--- config.mk ---
export PLATFORM = sky130hd
export DESIGN_NAME = half_step_stepper_run_engine
export DESIGN_NICKNAME = d
export VERILOG_FILES = /design/src/hssre_pkg.sv /design/src/half_step_stepper_run_engine.sv
export SDC_FILE = /design/constraint.sdc
export NUM_CORES = 1
export LEC_CHECK = 0
export ABC_AREA = 0
export BUFFER_PORTS_ARGS = -buffer_cell sky130_fd_sc_hd__clkbuf_2
export CORE_ASPECT_RATIO = 0.6
export CORE_MARGIN = 1
export CORE_UTILIZATION = 50
export DETAILED_ROUTE_END_ITERATION = 8
export PLACE_DENSITY = 0.81
export SETUP_SLACK_MARGIN = 0.2
export SLEW_MARGIN = 20
export SYNTH_ARGS = -nofsm -noshare
export SYNTH_HDL_FRONTEND = slang
export SYNTH_SLANG_ARGS = --single-unit
--- constraint.sdc ---
create_clock -name aclk -period 3.6 [get_ports aclk]
set_input_delay 0.36 -clock aclk [delete_from_list [all_inputs] [get_ports aclk]]
set_output_delay 0.36 -clock aclk [all_outputs]
set_load 0.02 [all_outputs]
--- src/hssre_pkg.sv ---
// Shared types, field positions and the half-step coil table for the stepper run engine.
package hssre_pkg;

    localparam int COUNT_WIDTH = 16;
    localparam int HITS_WIDTH  = 4;
    localparam int PHASE_WIDTH = 3;
    localparam int COIL_WIDTH  = 4;

    localparam logic [HITS_WIDTH-1:0] HITS_MAX       = '1;
    localparam logic [HITS_WIDTH-1:0] DEBOUNCE_RESET = HITS_WIDTH'(2);

    // Input tdata layout, lowest bit first.
    localparam int S_DIR_BIT      = 0;
    localparam int S_TARGET_LSB   = 1;
    localparam int S_WDOG_LSB     = S_TARGET_LSB + COUNT_WIDTH;
    localparam int S_USE_OPEN_BIT = S_WDOG_LSB + COUNT_WIDTH;
    localparam int S_USE_CLSD_BIT = S_USE_OPEN_BIT + 1;
    localparam int S_OPEN_LVL_BIT = S_USE_CLSD_BIT + 1;
    localparam int S_CLSD_LVL_BIT = S_OPEN_LVL_BIT + 1;
    localparam int S_USED_BITS    = S_CLSD_LVL_BIT + 1;
    localparam int S_TDATA_WIDTH  = ((S_USED_BITS + 7) / 8) * 8;

    // Result tdata layout, lowest bit first.
    localparam int M_COIL_LSB     = 0;
    localparam int M_RUNNING_BIT  = M_COIL_LSB + COIL_WIDTH;
    localparam int M_ENDED_BIT    = M_RUNNING_BIT + 1;
    localparam int M_CODE_LSB     = M_ENDED_BIT + 1;
    localparam int M_STEPS_LSB    = M_CODE_LSB + 3;
    localparam int M_USED_BITS    = M_STEPS_LSB + COUNT_WIDTH;
    localparam int M_TDATA_WIDTH  = ((M_USED_BITS + 7) / 8) * 8;

    typedef enum logic [1:0] {
        OP_START = 2'd0,
        OP_TICK  = 2'd1,
        OP_STOP  = 2'd2
    } op_t;

    typedef enum logic [2:0] {
        END_DONE       = 3'd0,
        END_OPEN_LIMIT = 3'd1,
        END_CLSD_LIMIT = 3'd2,
        END_WATCHDOG   = 3'd3,
        END_STOPPED    = 3'd4
    } end_code_t;

    // AIN1,AIN2,BIN1,BIN2 on bits 3..0.
    function automatic logic [COIL_WIDTH-1:0] phase_row(input logic [PHASE_WIDTH-1:0] phase);
        logic [COIL_WIDTH-1:0] row;
        unique case (phase)
            3'd0:    row = 4'b1000;
            3'd1:    row = 4'b1010;
            3'd2:    row = 4'b0010;
            3'd3:    row = 4'b0110;
            3'd4:    row = 4'b0100;
            3'd5:    row = 4'b0101;
            3'd6:    row = 4'b0001;
            default: row = 4'b1001;
        endcase
        return row;
    endfunction

endpackage

--- src/half_step_stepper_run_engine.sv ---
// Half-step sequencer top level: run state, tick decision and two-entry result buffer.
//
// One request per clock while the result buffer has room: every request (start, step
// tick, stop) is decided in the cycle it is accepted and its result is registered
// into the output entry, or into the skid entry while the output entry is held. The
// run state (phase, step count, debounce counters) is updated at the accept edge,
// so back-to-back ticks see each other's effect. A second result entry absorbs
// one request while the master side stalls; s_axis_tready falls only when both
// entries are full. Configuration (debounce_reads) is taken every cycle and
// must only be written while the block is idle.
module half_step_stepper_run_engine (
    input  logic                                aclk,
    input  logic                                aresetn,
    // cfg_data: debounce_reads[3:0]
    input  logic                                cfg_valid,
    output logic                                cfg_ready,
    input  logic [hssre_pkg::HITS_WIDTH-1:0]    cfg_data,
    input  logic                                s_axis_tvalid,
    output logic                                s_axis_tready,
    // s_axis_tdata: toward_open[0], step_target[16:1], watchdog_limit[32:17],
    // use_open_limit[33], use_closed_limit[34], open_switch_level[35],
    // closed_switch_level[36], zero fill above
    input  logic [hssre_pkg::S_TDATA_WIDTH-1:0] s_axis_tdata,
    // s_axis_tuser: op[1:0]
    input  logic [1:0]                          s_axis_tuser,
    output logic                                m_axis_tvalid,
    input  logic                                m_axis_tready,
    // m_axis_tdata: coil_drive[3:0], running[4], run_ended[5], end_code[8:6],
    // steps_count[24:9], zero fill above
    output logic [hssre_pkg::M_TDATA_WIDTH-1:0] m_axis_tdata
);
    import hssre_pkg::*;

    // Run state
    logic                   active_reg,   active_next;
    logic [PHASE_WIDTH-1:0] phase_reg,    phase_next;
    logic [HITS_WIDTH-1:0]  open_reads_reg, open_reads_next;
    logic [HITS_WIDTH-1:0]  clsd_hits_reg, clsd_hits_next;
    logic [COUNT_WIDTH-1:0] steps_reg,    steps_next;
    end_code_t              last_code_reg, last_code_next;
    logic                   stop_reg,     stop_next;
    logic                   dir_reg,      dir_next;
    logic [COUNT_WIDTH-1:0] target_reg,   target_next;
    logic [COUNT_WIDTH-1:0] wdog_reg,     wdog_next;
    logic [1:0]             lim_en_reg,   lim_en_next;
    logic [HITS_WIDTH-1:0]  debounce_reg;

    // Result buffer: output entry plus one skid entry
    logic                     out_valid_reg;
    logic [M_TDATA_WIDTH-1:0] out_data_reg;
    logic                     skid_valid_reg;
    logic [M_TDATA_WIDTH-1:0] skid_data_reg;

    // Request fields
    op_t                    in_op;
    logic                   in_dir;
    logic [COUNT_WIDTH-1:0] in_target;
    logic [COUNT_WIDTH-1:0] in_wdog;
    logic                   in_use_open;
    logic                   in_use_clsd;
    logic                   in_open_lvl;
    logic                   in_clsd_lvl;

    logic                     accept;
    logic                     drain;
    logic                     ended;
    logic                     stop_run;
    end_code_t                stop_code;
    logic [HITS_WIDTH-1:0]    open_cand;
    logic [HITS_WIDTH-1:0]    clsd_cand;
    logic [M_TDATA_WIDTH-1:0] result;

    assign in_op       = op_t'(s_axis_tuser);
    assign in_dir      = s_axis_tdata[S_DIR_BIT];
    assign in_target   = s_axis_tdata[S_TARGET_LSB +: COUNT_WIDTH];
    assign in_wdog     = s_axis_tdata[S_WDOG_LSB +: COUNT_WIDTH];
    assign in_use_open = s_axis_tdata[S_USE_OPEN_BIT];
    assign in_use_clsd = s_axis_tdata[S_USE_CLSD_BIT];
    assign in_open_lvl = s_axis_tdata[S_OPEN_LVL_BIT];
    assign in_clsd_lvl = s_axis_tdata[S_CLSD_LVL_BIT];

    assign cfg_ready     = 1'b1;
    assign s_axis_tready = !skid_valid_reg;
    assign m_axis_tvalid = out_valid_reg;
    assign m_axis_tdata  = out_data_reg;
    assign accept        = s_axis_tvalid && s_axis_tready;
    assign drain         = out_valid_reg && m_axis_tready;

    // Active-low limit reads: count consecutive lows, saturating; a high clears.
    assign open_cand = in_open_lvl ? '0
                     : ((open_reads_reg == HITS_MAX) ? HITS_MAX : open_reads_reg + 1'b1);
    assign clsd_cand = in_clsd_lvl ? '0
                     : ((clsd_hits_reg == HITS_MAX) ? HITS_MAX : clsd_hits_reg + 1'b1);

    // Decide the request against the current run state.
    always_comb begin
        active_next     = active_reg;
        phase_next      = phase_reg;
        open_reads_next = open_reads_reg;
        clsd_hits_next  = clsd_hits_reg;
        steps_next      = steps_reg;
        last_code_next  = last_code_reg;
        stop_next       = stop_reg;
        dir_next        = dir_reg;
        target_next     = target_reg;
        wdog_next       = wdog_reg;
        lim_en_next     = lim_en_reg;
        ended           = 1'b0;
        stop_run        = 1'b0;
        stop_code       = END_DONE;

        unique case (in_op)
            OP_START: begin
                // Drop any run in progress and latch the new settings.
                dir_next        = in_dir;
                target_next     = in_target;
                wdog_next       = in_wdog;
                lim_en_next     = {in_use_clsd, in_use_open};
                stop_next       = 1'b0;
                phase_next      = '0;
                open_reads_next = '0;
                clsd_hits_next  = '0;
                steps_next      = '0;
                last_code_next  = END_DONE;
                active_next     = (in_target != '0);
                ended           = (in_target == '0);
            end
            OP_STOP: begin
                stop_next = 1'b1;
            end
            OP_TICK: begin
                if (active_reg) begin
                    if (stop_reg) begin
                        stop_run  = 1'b1;
                        stop_code = END_STOPPED;
                    end else begin
                        if (lim_en_reg[0]) begin
                            open_reads_next = open_cand;
                            if (open_cand >= debounce_reg) begin
                                stop_run  = 1'b1;
                                stop_code = END_OPEN_LIMIT;
                            end
                        end
                        if (!stop_run && lim_en_reg[1]) begin
                            clsd_hits_next = clsd_cand;
                            if (clsd_cand >= debounce_reg) begin
                                stop_run  = 1'b1;
                                stop_code = END_CLSD_LIMIT;
                            end
                        end
                        if (!stop_run) begin
                            priority if (steps_reg >= target_reg) begin
                                stop_run  = 1'b1;
                                stop_code = END_DONE;
                            end else if (steps_reg >= wdog_reg) begin
                                stop_run  = 1'b1;
                                stop_code = END_WATCHDOG;
                            end
                        end
                    end
                    if (stop_run) begin
                        // End the run with the coils off.
                        last_code_next = stop_code;
                        active_next    = 1'b0;
                        ended          = 1'b1;
                    end else begin
                        // Advance one half-step and count it.
                        phase_next = dir_reg ? phase_reg + 1'b1 : phase_reg - 1'b1;
                        steps_next = steps_reg + 1'b1;
                    end
                end
            end
            default: begin
                // Unused op: report status only.
            end
        endcase

        result                                  = '0;
        result[M_COIL_LSB +: COIL_WIDTH]        = active_next ? phase_row(phase_next) : '0;
        result[M_RUNNING_BIT]                   = active_next;
        result[M_ENDED_BIT]                     = ended;
        result[M_CODE_LSB +: 3]                 = last_code_next;
        result[M_STEPS_LSB +: COUNT_WIDTH]      = steps_next;
    end

    // Control state
    always_ff @(posedge aclk) begin
        if (!aresetn) begin
            active_reg     <= 1'b0;
            phase_reg      <= '0;
            open_reads_reg <= '0;
            clsd_hits_reg  <= '0;
            steps_reg      <= '0;
            last_code_reg  <= END_DONE;
            stop_reg       <= 1'b0;
            dir_reg        <= 1'b0;
            target_reg     <= '0;
            wdog_reg       <= '0;
            lim_en_reg     <= '0;
            debounce_reg   <= DEBOUNCE_RESET;
            out_valid_reg  <= 1'b0;
            skid_valid_reg <= 1'b0;
        end else begin
            if (cfg_valid && cfg_ready) begin
                debounce_reg <= cfg_data;
            end
            if (accept) begin
                active_reg     <= active_next;
                phase_reg      <= phase_next;
                open_reads_reg <= open_reads_next;
                clsd_hits_reg  <= clsd_hits_next;
                steps_reg      <= steps_next;
                last_code_reg  <= last_code_next;
                stop_reg       <= stop_next;
                dir_reg        <= dir_next;
                target_reg     <= target_next;
                wdog_reg       <= wdog_next;
                lim_en_reg     <= lim_en_next;
            end
            // Hold results in order: output entry first, skid behind it.
            if (skid_valid_reg) begin
                if (drain) begin
                    skid_valid_reg <= 1'b0;
                end
            end else if (accept) begin
                if (!out_valid_reg || drain) begin
                    out_valid_reg <= 1'b1;
                end else begin
                    skid_valid_reg <= 1'b1;
                end
            end else if (drain) begin
                out_valid_reg <= 1'b0;
            end
        end
    end

    // Result payload
    always_ff @(posedge aclk) begin
        if (skid_valid_reg) begin
            if (drain) begin
                out_data_reg <= skid_data_reg;
            end
        end else if (accept) begin
            if (!out_valid_reg || drain) begin
                out_data_reg <= result;
            end else begin
                skid_data_reg <= result;
            end
        end
    end

endmodule

# Yosys cells after proc, flatten, opt, wreduce, memory -nomap -nowiden
# Index checks and enable logic that the tools add are counted.
# op_classes
n_addsub	5
n_bitwise	2
reduce_logical	23
eq_ne	16
order_cmp	4
mux	66
# ops
cell	count
32-bit two-way mux	4
4-bit two-way mux	11
3-bit two-way mux	11
16-bit greater-or-equal comparator	2
16-bit two-way mux	2
16-bit one-hot mux with 2 select lines	1
1-bit two-way mux	29
4-bit one-hot mux with 7 select lines	1
16-bit by 1-bit adder with 16-bit output, second input constant	1
16-bit zero test	1
4-bit one-hot mux with 2 select lines	2
16-bit nonzero test	1
3-bit one-hot mux with 2 select lines	2
5-bit AND reduction	2
2-bit nonzero test	5
3-bit == test, second input constant	3
3-bit AND reduction	3
4-bit by 1-bit adder with 4-bit output, second input constant	2
4-bit == test, second input constant	2
4-bit greater-or-equal comparator	2
2-bit inequality test, second input constant	4
3-bit by 2-bit == test with 1-bit output, second input constant	2
1-bit one-hot mux with 2 select lines	3
2-bit by 1-bit inequality test with 1-bit output, second input constant	2
12 further kinds	18
# totals
word_cells	132
in_bits	51
output_inout_bits	35
regBits	130

# Depth between registers and ports, before layout
# logic_depth
word_depth	28
mapped_depth	14

# Worst setup path after synthesis
# No wires, ideal clock.
# synth_path
kind	reg2reg
start	register clsd_hits_reg[0]
end	register out_data_reg[3] (netlist: m_axis_tdata[3]), data pin
synth_period_minus_slack_ns	3.319
stages_incl_launch_ff	14
arrival_ns	3.056
required_time_ns	3.337
slack_ns	0.281
path_buffers	0
cell_sequence	dfxtp_1 ha_1 nand3_1 a21o_1 ha_1 nand2b_1 a2111oi_0 or3_1 o211ai_2 nor3_1 nand2_1 a31oi_2 mux2i_1 o21ai_0
# synth_between
elab_chain_cells	22
elab_cells_between_ends	32
# synth_rtl
item	line_no	rtl
from (decl)	half_step_stepper_run_engine.sv:38	logic [HITS_WIDTH-1:0] clsd_hits_reg, clsd_hits_next;
from (signal assigned)	half_step_stepper_run_engine.sv:211	clsd_hits_reg <= clsd_hits_next;
4-bit by 1-bit adder with 4-bit output or 4-bit == test (tied branches)	half_step_stepper_run_engine.sv:93	: ((clsd_hits_reg == HITS_MAX) ? HITS_MAX : clsd_hits_reg + 1'b1);
4-bit two-way mux (*)	half_step_stepper_run_engine.sv:93	
4-bit two-way mux (*)	half_step_stepper_run_engine.sv:92	assign clsd_cand = in_clsd_lvl ? '0
4-bit greater-or-equal comparator (*)	half_step_stepper_run_engine.sv:146	if (clsd_cand >= debounce_reg) begin
1-bit two-way mux (*)	half_step_stepper_run_engine.sv:146	
1-bit two-way mux (*)	half_step_stepper_run_engine.sv:144	if (!stop_run && lim_en_reg[1]) begin
1-bit two-way mux (*)	half_step_stepper_run_engine.sv:133	if (stop_reg) begin
1-bit two-way mux (*)	half_step_stepper_run_engine.sv:132	if (active_reg) begin
(+6 left out)	-	
3-bit two-way mux	half_step_stepper_run_engine.sv:132	
3-bit one-hot mux with 2 select lines	half_step_stepper_run_engine.sv:112	unique case (in_op)
3-bit == test, or another cell as far along	hssre_pkg.sv:49	unique case (phase)
4-bit one-hot mux with 7 select lines	hssre_pkg.sv:49	
4-bit two-way mux (*)	half_step_stepper_run_engine.sv:179	result[M_COIL_LSB +: COIL_WIDTH] = active_next ? phase_row(phase_next) : '0;
32-bit two-way mux (*)	half_step_stepper_run_engine.sv:244	if (!out_valid_reg || drain) begin
32-bit two-way mux (*)	half_step_stepper_run_engine.sv:243	end else if (accept) begin
32-bit two-way mux (*)	half_step_stepper_run_engine.sv:239	if (skid_valid_reg) begin
to (signal assigned)	half_step_stepper_run_engine.sv:241	out_data_reg <= skid_data_reg;
to (signal assigned)	half_step_stepper_run_engine.sv:245	out_data_reg <= result;
to (decl)	half_step_stepper_run_engine.sv:50	logic [M_TDATA_WIDTH-1:0] out_data_reg;
# Mark *: on every way between the ends. The rest lies on a longest branch, timed or not. The select of a mux whose other input is x is not followed.
# A chain may end at the register's enable or synchronous reset.

# Final worst setup path
# layout_path
start	register clsd_hits_reg[0]
end	register out_data_reg[22] (netlist: m_axis_tdata[22]), data pin
# layout_between
elab_chain_cells	19
elab_cells_between_ends	20
# layout_rtl
item	line_no	rtl
4-bit by 1-bit adder with 4-bit output or 4-bit == test (tied branches)	half_step_stepper_run_engine.sv:93	
4-bit two-way mux (*)	half_step_stepper_run_engine.sv:93	
4-bit two-way mux (*)	half_step_stepper_run_engine.sv:92	
4-bit greater-or-equal comparator (*)	half_step_stepper_run_engine.sv:146	
1-bit two-way mux (*)	half_step_stepper_run_engine.sv:146	
1-bit two-way mux (*)	half_step_stepper_run_engine.sv:144	
1-bit two-way mux (*)	half_step_stepper_run_engine.sv:133	
1-bit two-way mux (*)	half_step_stepper_run_engine.sv:132	
(+3 left out)	-	
1-bit two-way mux (*)	half_step_stepper_run_engine.sv:132	
1-bit two-way mux (*)	half_step_stepper_run_engine.sv:112	
16-bit two-way mux (*)	half_step_stepper_run_engine.sv:161	if (stop_run) begin
16-bit two-way mux (*)	half_step_stepper_run_engine.sv:132	
16-bit one-hot mux with 2 select lines (*)	half_step_stepper_run_engine.sv:112	
32-bit two-way mux (*)	half_step_stepper_run_engine.sv:244	
32-bit two-way mux (*)	half_step_stepper_run_engine.sv:243	
32-bit two-way mux (*)	half_step_stepper_run_engine.sv:239	
# Marked as above.

==> implementation parameters <==
Parameter                              Value

Status
  Outcome    finished, final reports clean

Power
  Sequential power share    42.2%
  Peak supply drop    a little under 300 uV
  Power spent charging and discharging nets    about 0.00095 W
  Leak pwr    3.185 nW
  Cell internal pwr    0.002669 W
  Proportion of power drawn by combinational gates    10.3%
  Power per standard cell area    446.9 mW/mm^2
  Switching Fraction    a little over a quarter
  Part of the power in the clock network    47.5%

CTS
  Number of buffers inserted during clock tree synthesis    17
  Clock tree sinks    123
  Clock tree from TritonCTS    done
  Clock Root Buffer    sky130_fd_sc_hd__clkbuf_16
  Clock Latency Late Sink    0.42 ns
  Clock transition at path regs    0.06 ns
  Deepest level of the CTS H-tree    4
  Max clock buf depth    2

Synthesis
  Most instantiated flip-flop cell in the synthesis netlist    sky130_fd_sc_hd__dfxtp_1
  Share of async-settable or async-resettable flops after synthesis    0%
  Synthesis-stage register bit count    about 120
  Summed instance area of the synthesized netlist    0.006663 sq mm
  Sequential area share after synthesis    around 44%
  Number of distinct standard cells referenced by the synthesized netlist    55
  Synth Warn #    0
  Mean instance size in the synthesized netlist    8.967 sq um
  Number of enable flip-flop cells after synthesis    50
  Post-synthesis cell count    743

Drt
  Via total after detailed routing    5660
  Detailed Route WL    16470 um
  Number of iterations in the first detailed-routing pass    5
  Final ANT Viol Nets    0
  DRC viols    0
  Mean number of vias per cell    between 5 and 6
  Number of DRC violations after detailed-routing iteration 0    509
  Detailed-route wire length per cell    16.22 um

Critical path
  Series of cell instances along the critical path    ha_4 -> nand3_2 -> a21o_1 -> ha_1 -> nand2b_4 -> a2111oi_2 -> or3_4 -> o211ai_4 -> nor4_4 -> nand4_1 -> buf_6 -> nor2_1 -> xnor2_1 -> o31ai_1
  Data arrival, critical path    3.52 ns
  Critical path peak fanout    6
  Slowest stage cell on the critical path    sky130_fd_sc_hd__dfxtp_4
  Type of destination of the critical path    register
  Category of the critical setup timing path    reg2reg
  Top cell family by delay on the critical path    simple AND/OR/NAND/NOR gates
  Data required, critical path    3.83 ns
  Buf/Inv on CP    1
  Register-to-register path setup slack    0.31 ns
  Kind of start point of the critical path    register
  Stage delay of the slowest cell on the critical path    0.37 ns

Die
  Effective utilization at floorplan    51.52%
  Width of the chip    151.0 um
  Number of cell rows    32
  Area of the core    approximately 0.013 sq mm
  Number of top-level design ports    86
  Vertical die dimension    91.42 um
  Full die area    0.01381 sq mm

GRT
  Total routing resource utilization after global routing    about 25%
  Largest net degree at the start of global routing    57
  Overflow after GRT    0
  First-pass GRT wire length    26940 um
  Via count of the first global-routing pass    5377
  Initial antenna violation count    0

STA
  Time the worst path needs with I/O delays and setup    3.293 ns
  Worst setup skew after layout    0.007597 ns
  Worst slew margin    35.87%
  Count of final hold-check violations    0
  Post-layout worst setup margin    about 0.31 ns
  Maximum clock frequency    303.7 MHz
  Final number of max-transition violations    0
  Hold slack final    0.1777 ns
  Final cycle utilization of the critical path    91.47%
  Unrepaired setup endpoints after global routing    true
  Transition time at the pin with the least slew margin    0.9619 ns
  Final count of negative-setup-slack endpoints    0

Finish
  Proportion of layout cells with a drive suffix above 1    21.89%
  # nets final    927
  Antenna Cells    0
  Most frequent standard cell in the layout excluding fill and tap cells    sky130_fd_sc_hd__nand2_1
  Highest-count cells in the layout ignoring fill and taps    sky130_fd_sc_hd__nand2_1 (143), sky130_fd_sc_hd__clkbuf_2 (74), sky130_fd_sc_hd__dfxtp_1 (67)
  Multi-input gate area    ~0.0035 sq mm
  Filler cells    between 1000 and 1500
  Flip-flop and latch area    0.002975 sq mm
  Area Growth Syn to Fin    21.69%

Placed design
  Worst slack, placed    -0.1064 ns
  Weighted congestion reported at the end of routability-driven placement    0.8754
  Half-perimeter wire length after detailed placement    11280 um
  Count of input and output buffers    74

Worst hold path
  Hold WC Path Type    in2reg

Run
  Max-cap viol count    0
-- cells in the mapped netlist, types with 3 or more instances --
| cell | n | area share (%) |
|---|---|---|
| sky130_fd_sc_hd__inv_1 | 47 | 2.6 |
| sky130_fd_sc_hd__buf_4 | 8 | 0.90 |
| sky130_fd_sc_hd__and3_1 | 9 | 0.85 |
| sky130_fd_sc_hd__dfxtp_1 | 73 | 22 |
| sky130_fd_sc_hd__o21ai_0 | 29 | 2.2 |
| sky130_fd_sc_hd__xor2_1 | 9 | 1.2 |
| sky130_fd_sc_hd__nor3_1 | 7 | 0.53 |
| sky130_fd_sc_hd__a31oi_1 | 8 | 0.75 |
| sky130_fd_sc_hd__edfxtp_1 | 50 | 23 |
| sky130_fd_sc_hd__nand3_1 | 13 | 0.98 |
| sky130_fd_sc_hd__a22o_1 | 3 | 0.39 |
| sky130_fd_sc_hd__nor2_1 | 48 | 2.7 |
| sky130_fd_sc_hd__nand2_1 | 143 | 8.1 |
| sky130_fd_sc_hd__nand4_1 | 7 | 0.66 |
| sky130_fd_sc_hd__a21o_1 | 8 | 0.90 |
| sky130_fd_sc_hd__mux2i_1 | 6 | 0.90 |
| sky130_fd_sc_hd__mux2_2 | 5 | 0.85 |
| sky130_fd_sc_hd__a21boi_1 | 4 | 0.45 |
| sky130_fd_sc_hd__nand2b_1 | 3 | 0.28 |
| sky130_fd_sc_hd__nor4_1 | 11 | 1.0 |
| sky130_fd_sc_hd__o31ai_1 | 19 | 2.1 |
| sky130_fd_sc_hd__xnor2_1 | 7 | 0.92 |
| sky130_fd_sc_hd__a21boi_0 | 50 | 5.6 |
| sky130_fd_sc_hd__nor2b_1 | 14 | 1.3 |
| sky130_fd_sc_hd__and2_1 | 4 | 0.38 |
| sky130_fd_sc_hd__or3_1 | 8 | 0.75 |
| sky130_fd_sc_hd__a32o_1 | 4 | 0.60 |
| sky130_fd_sc_hd__ha_1 | 43 | 8.1 |
| sky130_fd_sc_hd__nor3b_1 | 3 | 0.34 |
| sky130_fd_sc_hd__o21a_1 | 9 | 1.0 |
| sky130_fd_sc_hd__clkbuf_1 | 33 | 1.9 |
| sky130_fd_sc_hd__a21oi_1 | 28 | 2.1 |
-- worst min-delay path: stages --
cell and delay, ns:
sky130_fd_sc_hd__clkbuf_2 0.08, sky130_fd_sc_hd__nand2_1 0.04, sky130_fd_sc_hd__a21boi_0 0.06
-- per-stage QoR --
step                setup TNS [ns]  util [%]  area (sq um)  total power, W  std cells
floorplan                        0         -          6685        0.001790        749
global placement                 0     56.25          7274        0.001897        976
detailed placement         -0.8144     56.25          7274        0.001909        976
CTS                              0     61.76          7986        0.003630       1011
global route                     0     62.69          8108        0.003754       1015
finish                           0     62.69          8108        0.003623       1015
-- power by group through the flow --
stage          Clock (W)  Sequential, W  Combinational (W)
6_report         0.00172        0.00153           0.000374
4_1_cts          0.00174        0.00153           0.000361
5_1_grt          0.00181        0.00154           0.000410
3_3_place_gp           0        0.00156           0.000341
3_5_place_dp           0        0.00156           0.000350
2_1_floorplan          0        0.00159           0.000204
-- cell type report --
class	count	area share (%)
Clock buffer	17	5.247
Clock inverter	15	2.037
Inverter	48	2.222
Multi-Input combinational cell	534	43.47
Sequential cell	123	36.70
Tap cell	170	2.623
Timing Repair Buffer	108	7.701
-- layer usage --
metal	GRT usage, %	vias to the layer above	part of all wire (%)
met3	5.980	21	7.6
li1	-	2774	-
met4	7.583	0	1.2
met5	0	-	0
met2	36.12	224	42
met1	37.27	2641	50
-- final timing paths --
check                                       from                to  depth (start not counted)
worst max-delay path            clsd_hits_reg[0]  m_axis_tdata[22]                         14
worst min-delay path            s_axis_tdata[30]      wdog_reg[13]                          3
worst max register to register  clsd_hits_reg[0]  m_axis_tdata[22]                         14
worst min register to register       wdog_reg[5]       wdog_reg[5]                          2
-- cell families after synthesis --
logic type                 Yosys count  synth area share (%)
buffers and inverters               92                 5.784
AOI/OAI and AO/OA                  178                 18.37
DFF                                123                 44.47
other                                2                0.1127
muxes                               11                 1.746
xor gates and xnor gates            16                 2.103
adders and majority gates           44                 8.376
and+or+nand+nor                    277                 19.04
-- repair_timing --
item / in CTS / in global routing
gates cloned: 2 / 0
buffers inserted: 1 / 4
endpoints found under the setup margin: 52 / 51
hold buffers: 0 / 0
resized for setup: 24 / 19
pin swaps: 5 / 12
Power figures use the tool's default switching activity.
